[src/rtl/ntc_thermistor_temperature_macros.svh]
// assertion macros shared by the thermistor temperature block
`ifndef NTC_THERMISTOR_TEMPERATURE_MACROS_SVH
`define NTC_THERMISTOR_TEMPERATURE_MACROS_SVH

// same-cycle implication, clocked on clk, off during reset
`define NTC_ASSERT_IMP(lbl, ante, cons, msg) \
	lbl: assert property (@(posedge clk) disable iff (!arst_n) (ante) |-> (cons)) \
		else $error(msg);

// next-cycle implication, clocked on clk, off during reset
`define NTC_ASSERT_NXT(lbl, ante, cons, msg) \
	lbl: assert property (@(posedge clk) disable iff (!arst_n) (ante) |=> (cons)) \
		else $error(msg);

`endif

[src/rtl/ntc_pkg.sv]
// types, constants and table function for the thermistor temperature block
package ntc_pkg;

	localparam int SAMPLE_BITS_DEF   = 12;
	localparam int LN_TABLE_BITS_DEF = 8;

	// configuration port
	localparam int CFG_IDX_W  = 3;
	localparam int CFG_DATA_W = 20;

	localparam logic [CFG_IDX_W-1:0] REG_SAMPLE_COUNT  = 3'd0;
	localparam logic [CFG_IDX_W-1:0] REG_BALANCE       = 3'd1;
	localparam logic [CFG_IDX_W-1:0] REG_NOMINAL       = 3'd2;
	localparam logic [CFG_IDX_W-1:0] REG_BETA          = 3'd3;
	localparam logic [CFG_IDX_W-1:0] REG_REF_CENTI_K   = 3'd4;
	localparam logic [CFG_IDX_W-1:0] REG_FULL_SCALE    = 3'd5;

	// result fields
	localparam int TEMP_W  = 11;
	localparam int FAULT_W = 2;

	// datapath widths
	localparam int LOG_W     = 20;
	localparam int TAB_W     = 17;
	localparam int LOGV_W    = 22;
	localparam int D_W       = 24;
	localparam int LN_W      = 25;
	localparam int DQ_W      = 42;
	localparam int DIV_NUM_W = 55;
	localparam int DIV_DEN_W = 42;

	// arithmetic constants
	localparam logic [31:0] LN2_Q32      = 32'd2977044472;
	localparam logic [6:0]  HUNDRED      = 7'd100;
	localparam logic [22:0] NUM_SCALE    = 23'd6553600;
	localparam logic [16:0] ZERO_C_CENTI = 17'd27315;
	localparam logic [17:0] SAT_CENTI    = 18'd129715;
	localparam logic [17:0] RECIP_100    = 18'd167773;
	localparam int          RECIP_SHIFT  = 24;
	localparam logic signed [TEMP_W-1:0] T_MAX = 11'sd1023;
	localparam logic signed [TEMP_W-1:0] T_MIN = -11'sd273;

	typedef enum logic [FAULT_W-1:0] {
		FAULT_NONE,
		FAULT_ZERO,
		FAULT_HIGH
	} fault_t;

	typedef enum logic [2:0] {
		RES_FAULT_ZERO,
		RES_FAULT_HIGH,
		RES_HOT,
		RES_COLD,
		RES_CALC
	} res_sel_t;

	typedef enum logic [3:0] {
		ST_IDLE,
		ST_AVG,
		ST_CHECK,
		ST_LOAD,
		ST_NORM,
		ST_TAB,
		ST_MUL,
		ST_ACC,
		ST_LN,
		ST_PROD,
		ST_DEN,
		ST_DQ,
		ST_TDIV,
		ST_SCALE,
		ST_OUT
	} state_t;

	// controller to datapath
	typedef struct packed {
		logic       in_ready;
		logic       acc;
		logic       avg_start;
		logic       avg_latch;
		logic       d_clear;
		logic       log_load;
		logic [1:0] log_op;
		logic       norm_shift;
		logic       tab_read;
		logic       log_mul;
		logic       log_acc;
		logic       ln_mul;
		logic       prod_mul;
		logic       den_form;
		logic       tdiv_start;
		logic       tck_latch;
		logic       scale;
		logic       out_load;
		res_sel_t   res_sel;
	} cmd_t;

	// datapath to controller
	typedef struct packed {
		logic last;
		logic div_done;
		logic avg_zero;
		logic avg_high;
		logic bal_zero;
		logic nom_zero;
		logic norm_done;
		logic dq_pos;
		logic out_free;
	} st_t;

	// log2(1 + i/2^lnb) in unsigned Q1.16 by repeated truncating squaring
	function automatic logic [TAB_W-1:0] log2_entry(int i, int lnb);
		longint unsigned m;
		logic [15:0] r;
		r = '0;
		m = (64'd1 << 30) + (longint'(i) << (30 - lnb));
		if (i == (1 << lnb)) begin
			return 17'h10000;
		end
		for (int b = 15; b >= 0; b--) begin
			m = (m * m) >> 30;
			if (m >= (64'd2 << 30)) begin
				m = m >> 1;
				r[b] = 1'b1;
			end
		end
		return {1'b0, r};
	endfunction

endpackage

[src/rtl/ntc_ctrl.sv]
// controller: sequences averaging, the four log2 passes and the Beta equation
`include "ntc_thermistor_temperature_macros.svh"
module ntc_ctrl (
	input  logic          clk,
	input  logic          arst_n,
	input  logic          in_valid,
	input  ntc_pkg::st_t  st,
	output ntc_pkg::cmd_t cmd
);
	import ntc_pkg::*;

	state_t   state_q, state_d;
	logic [1:0] op_q, op_d;
	res_sel_t res_q, res_d;

	always_ff @(posedge clk or negedge arst_n) begin
		if (!arst_n) begin
			state_q <= ST_IDLE;
			op_q    <= 2'd0;
			res_q   <= RES_CALC;
		end else begin
			state_q <= state_d;
			op_q    <= op_d;
			res_q   <= res_d;
		end
	end

	// next state
	always_comb begin
		state_d = state_q;
		op_d    = op_q;
		res_d   = res_q;
		case (state_q)
			ST_IDLE: begin
				if (in_valid && st.last) state_d = ST_AVG;
			end
			ST_AVG: begin
				if (st.div_done) state_d = ST_CHECK;
			end
			ST_CHECK: begin
				if (st.avg_zero) begin
					res_d   = RES_FAULT_ZERO;
					state_d = ST_OUT;
				end else if (st.avg_high) begin
					res_d   = RES_FAULT_HIGH;
					state_d = ST_OUT;
				end else if (st.bal_zero) begin
					res_d   = RES_HOT;
					state_d = ST_OUT;
				end else if (st.nom_zero) begin
					res_d   = RES_COLD;
					state_d = ST_OUT;
				end else begin
					op_d    = 2'd0;
					state_d = ST_LOAD;
				end
			end
			ST_LOAD: state_d = ST_NORM;
			ST_NORM: begin
				if (st.norm_done) state_d = ST_TAB;
			end
			ST_TAB: state_d = ST_MUL;
			ST_MUL: state_d = ST_ACC;
			ST_ACC: begin
				if (op_q == 2'd3) begin
					state_d = ST_LN;
				end else begin
					op_d    = op_q + 2'd1;
					state_d = ST_LOAD;
				end
			end
			ST_LN:   state_d = ST_PROD;
			ST_PROD: state_d = ST_DEN;
			ST_DEN:  state_d = ST_DQ;
			ST_DQ: begin
				if (st.dq_pos) begin
					state_d = ST_TDIV;
				end else begin
					res_d   = RES_HOT;
					state_d = ST_OUT;
				end
			end
			ST_TDIV: begin
				if (st.div_done) state_d = ST_SCALE;
			end
			ST_SCALE: begin
				res_d   = RES_CALC;
				state_d = ST_OUT;
			end
			ST_OUT: begin
				if (st.out_free) state_d = ST_IDLE;
			end
			default: state_d = ST_IDLE;
		endcase
	end

	// commands
	always_comb begin
		cmd         = '0;
		cmd.log_op  = op_q;
		cmd.res_sel = res_q;
		case (state_q)
			ST_IDLE: begin
				cmd.in_ready  = 1'b1;
				cmd.acc       = in_valid && !st.last;
				cmd.avg_start = in_valid && st.last;
			end
			ST_AVG:   cmd.avg_latch  = st.div_done;
			ST_CHECK: cmd.d_clear    = 1'b1;
			ST_LOAD:  cmd.log_load   = 1'b1;
			ST_NORM:  cmd.norm_shift = !st.norm_done;
			ST_TAB:   cmd.tab_read   = 1'b1;
			ST_MUL:   cmd.log_mul    = 1'b1;
			ST_ACC:   cmd.log_acc    = 1'b1;
			ST_LN:    cmd.ln_mul     = 1'b1;
			ST_PROD:  cmd.prod_mul   = 1'b1;
			ST_DEN:   cmd.den_form   = 1'b1;
			ST_DQ:    cmd.tdiv_start = st.dq_pos;
			ST_TDIV:  cmd.tck_latch  = st.div_done;
			ST_SCALE: cmd.scale      = 1'b1;
			ST_OUT:   cmd.out_load   = st.out_free;
			default: ;
		endcase
	end

	`NTC_ASSERT_IMP(a_done_expected, st.div_done, state_q == ST_AVG || state_q == ST_TDIV, "divider finished outside a wait state")
endmodule

[config.mk]
export PLATFORM = sky130hd
export DESIGN_NAME = ntc_ctrl
export DESIGN_NICKNAME = d
export VERILOG_FILES = /design/src/rtl/ntc_pkg.sv /design/src/rtl/ntc_ctrl.sv
export VERILOG_INCLUDE_DIRS = /design/src /design/src/rtl
export SDC_FILE = /design/constraint.sdc
export NUM_CORES = 1
export LEC_CHECK = 0
export BUFFER_PORTS_ARGS = -buffer_cell sky130_fd_sc_hd__buf_4
export CAP_MARGIN = 15
export CORE_MARGIN = 2
export CORE_UTILIZATION = 41
export CTS_BUF_LIST = sky130_fd_sc_hd__clkbuf_8 sky130_fd_sc_hd__clkbuf_16
export CTS_CLUSTER_SIZE = 16
export DETAILED_ROUTE_END_ITERATION = 8
export PLACE_DENSITY = 0.84
export SKIP_CTS_REPAIR_TIMING = 1
export SYNTH_ARGS = -nofsm -noshare
export SYNTH_HDL_FRONTEND = slang
export SYNTH_SLANG_ARGS = --single-unit
export TNS_END_PERCENT = 1
[constraint.sdc]
create_clock -name clk -period 1.4 [get_ports clk]
set_input_delay 0.28 -clock clk [delete_from_list [all_inputs] [get_ports clk]]
set_output_delay 0.28 -clock clk [all_outputs]
set_load 0.01 [all_outputs]
== Word-level counts from Yosys, hierarchy flattened ==
Index checks and enable logic that the tools add are counted.
Cells by class
  $add $sub $neg: 1
  eq/ne operators: 27
  mux-type cells: 39
  reduce and logical (&&, ||, !) cells: 10
Operators by type and width (number)
  4-bit one-hot mux with 15 select lines: 1
  4-bit two-way mux: 10
  4-bit equality test (second input constant): 7
  2-bit != test (second input constant): 11
  3-bit two-way mux: 6
  4-bit by 3-bit equality test with 1-bit output (second input constant): 4
  1-bit two-way mux: 14
  2-bit two-way mux: 6
  3-bit one-hot mux with 3 select lines: 1
  4-bit by 2-bit equality test with 1-bit output (second input constant): 2
  6-bit AND reduction: 1
  5-bit != test (second input constant): 1
  5-bit AND reduction: 1
  4-bit by 1-bit equality test with 1-bit output (second input constant): 1
  4-bit logical NOT: 1
  2-bit one-hot mux with 2 select lines: 1
  3-bit AND reduction: 1
  3-bit nonzero test: 1
  2-bit by 1-bit adder with 2-bit output (second input constant): 1
  2-bit equality test (second input constant): 1
  1-bit logical AND: 2
  1-bit logical NOT: 2
  2-bit nonzero test: 1
Storage, ports and cells
  bits in registers: 9
  input bits: 12
  output and inout port bits: 22
  word-level logic and storage cells: 80

== Depth between registers and ports, before layout ==
  depth in word-level cells: 5
  depth in mapped cells: 5

== Worst setup path after synthesis ==
No wires, ideal clock.
  kind: flip-flop to flip-flop
  from: reg state_q[3]
  to: reg res_q[0]
  setup time: 0.125 ns
  data arrival time: 1.402 ns
  required time: 1.275 ns
  slack: -0.128 ns
  cell stages (with the launch flop): 6
  buffers on the path: 1
  cells stage by stage: dfrtp_1 > buf_2 > nor4b_4 > nand2_2 > o21ai_2 > mux2_4
Between the ends
  word-level cells in the longest chain between the ends: 3
  elaborated cells between the ends (all ways): 8
  classes of those cells: eq/ne: 5; mux: 1; reduce/logical: 2
RTL lines
  from (decl): line ntc_ctrl.sv:12  | state_t state_q, state_d;
  from (signal assigned): line ntc_ctrl.sv:22  | state_q <= state_d;
  4-bit by 2-bit equality test with 1-bit output / 4-bit equality test (equally long branches): line ntc_ctrl.sv:33  | case (state_q)
  5-bit != test (no source line), or another cell as far along
  3-bit AND reduction (no source line)
  to (signal assigned): line ntc_ctrl.sv:24  | res_q <= res_d;
  to (decl): line ntc_ctrl.sv:14  | res_sel_t res_q, res_d;
Parallel ways exist; a longest one is shown, timed or not.
A chain may end at the register's enable or synchronous reset.

==> out/results.tsv <==
metric	value	unit
Post-Syn Instances	95	
busiest layer in global routing	met2	
Final Cycle Share	1.244	
register area share after synthesis	0.2905	
synthesis-stage register bit count	9	
PortBufs	33	
clk slew on worst S/H paths	0.05	ns
critical path arrival	1.46	ns
fin nets	164	
Final min period	1.741	ns
min setup slack post-route	-0.3414	ns
slew margin rel.	0.7662	
Max Fclk	574.3	MHz
die width	47.60	um
share of layout cells above drive strength 1	0.6000	
Reg2Reg Launch Point	state_q[3]	
Iter 0 DRT Violations	35	
Via density	5.371	
worst reg2reg path depth	6	
Layout area overhead	75.28	%
synth unique cells	40	
Clock Skew	0.001526	ns
Clock Latency Late Sink	0.24	ns
YS warnings	0	
total core area	0.001764	mm^2
vias in the first global route	836	
Synth area leader	dfrtp_1	
P_leak	0.6497	nW
CTS Buf Count	3	
M3 GR Usage	0.03396	
CP max FO	5	
ys async rst share	1.000	
Worst VDD drop	1479	uV
CP Launch Type	flop	
die area	0.002266	mm^2
Synth Area per Inst	8.205	um^2
largest net degree at the start of global routing	13	
Min-Delay Path Depth	2	
met2 Use GR	0.4189	
clk sink count	9	
failing checks	negative setup slack	
Synth area leaders	dfrtp_1, nor2_1, nand2_1	
Slew Viols, Final	0	
RSZ-0062 raised after global routing	true	
Min Hold Slack	0.2521	ns
final WL	2.655	mm
Worst Hold Launch	st[7]	
first-pass GRT wire length	3.601	mm
Net Count, Synth	108	
Placer Congestion	0.9065	
CTS tree	built	
Worst Hold Class	in2reg	
remaining global-route overflow	0	
Pre-Repair DR Iteration Count	4	
WP data required	1.12	ns
row count	15	
average wire per standard cell	15.17	um
drt drc	0	
Hold Fails Final Rpt	0	
kind of critical path	reg2out	
top cell type's share of synthesized area	0.2568	
end of the worst register-to-register path	res_q[0]	
status	finished, violations left	
total power	3.140	mW
Max-Cap Viols	0	
Worst Hold Endpoint	state_q[0]	
routed vias	940	
reg-to-reg setup timing slack	-0.13	ns
Mapped Area	779.5	um^2
Power Density	2298	mW/mm^2
worst slew pin tran	0.3410	ns
setup violators final	21	
height of the die	47.60	um
Final ANT Viol Nets	0	
routing usage on met1	0.2667	
all-layer global routing usage	0.2278	
hpwl dp	1.863	mm
Post-synth EDFFs	0	
clock root buffer	clkbuf_8	
Ports	34	
n_diodes	0	
Clock Path Buffers	2	
commonest register cell after synthesis	dfrtp_1	
H-tree depth	1	
kind of end point of the critical path	output pin	
initial antenna violation count	0	
Initial Util	0.4418	
-- power breakdown --
part	switching [mW]	total [mW]	internal, mW
clock network	0.117	0.310	0.192
logic	1.17	2.30	1.13
registers	0.123	0.526	0.403
-- flip-flops by register name (all words and copies together) (netlist names) --
signal and cells:
op_q 2, res_q 3, state_q 4
-- logic make-up after synthesis --
logic type / synth area share
AOI/OAI and AO/OA: 0.1942
muxes: 0.06581
buffers and inverters: 0.09151
adders and majority gates: 0.01605
and+or+nand+nor: 0.3307
xor gates and xnor gates: 0.01124
DFF: 0.2905
-- worst max-delay path: stages (launching register included) --
cell and delay [ns]:
dfrtp_1 0.41, buf_4 0.18, nor4_4 0.31, and3_1 0.21, buf_4 0.12
-- worst max-delay path by stage --
stage / start / to / slack (ns)
after floorplan: state_q[0] / res_q[0] / -0.12
after global placement: st[3] / res_q[1] / -0.12
after detailed placement: st[3] / res_q[0] / -0.14
after CTS: state_q[2] / cmd[19] / -0.36
after global routing: state_q[2] / cmd[19] / -0.40
final: state_q[2] / cmd[19] / -0.34
-- cell usage in the layout (no fill, tap or decap), drive strengths merged --
cell | Yosys | routed
o311a | 1 | 1
a21oi | 2 | 2
ha | 1 | 1
nand2 | 14 | 14
xnor2 | 1 | 1
dfstp | 1 | 1
o21ai | 4 | 4
nor4 | 4 | 4
dlygate4sd3 | 0 | 1
a31oi | 3 | 3
inv | 6 | 7
nor2b | 3 | 3
mux2i | 1 | 1
and3 | 2 | 2
o221ai | 1 | 1
mux2 | 3 | 3
nor4b | 1 | 1
o32ai | 2 | 2
a22o | 1 | 1
or4 | 1 | 1
buf | 6 | 58
nand2b | 1 | 1
nor3 | 4 | 4
o31ai | 2 | 2
dfrtp | 8 | 8
a22oi | 1 | 1
o22ai | 1 | 1
nand3 | 3 | 3
nor2 | 15 | 15
clkbuf | 2 | 3
-- per-layer routing --
metal  routed length (um)  share of wire  vias up
li1                     -              -      445
met1                 1054           0.40      451
met2                 1439           0.54       40
met3                  131          0.049        4
met4                   29          0.011        0
met5                    0              0        -
-- layout make-up --
type | instances | area, um^2
Multi-Input combinational cell | 72 | 559.3
Timing Repair Buffer | 59 | 475.5
Fill cell | 137 | 397.9
Sequential cell | 9 | 227.7
Clock buffer | 3 | 41.29
Tap cell | 25 | 31.28
Inverter | 6 | 27.53
Clock inverter | 1 | 3.754
-- metrics by stage --
stage | setup slack [ns] | setup TNS (ns) | std cells | cell area (um^2) | util
finish | -0.3414 | -4.064 | 175 | 1366 | 0.7745
global route | -0.3961 | -5.189 | 175 | 1366 | 0.7745
CTS | -0.3646 | -5.076 | 171 | 1239 | 0.7021
detailed placement | -0.1429 | -1.267 | 167 | 1194 | 0.6766
global placement | -0.1237 | -0.7710 | 167 | 1194 | 0.6766
floorplan | -0.1155 | -0.5426 | 95 | 802.0 | -
-- Yosys cell counts, types with 2 or more instances --
master / number
nand3_1: 3
o32ai_2: 2
nor4_1: 3
buf_2: 4
nor2_1: 14
a21oi_1: 2
dfrtp_1: 8
inv_1: 5
nor3_1: 3
clkbuf_1: 2
and3_1: 2
a31oi_1: 3
o21ai_0: 2
nor2b_1: 3
mux2_4: 2
nand2_1: 13
Power figures use the tool's default switching activity.
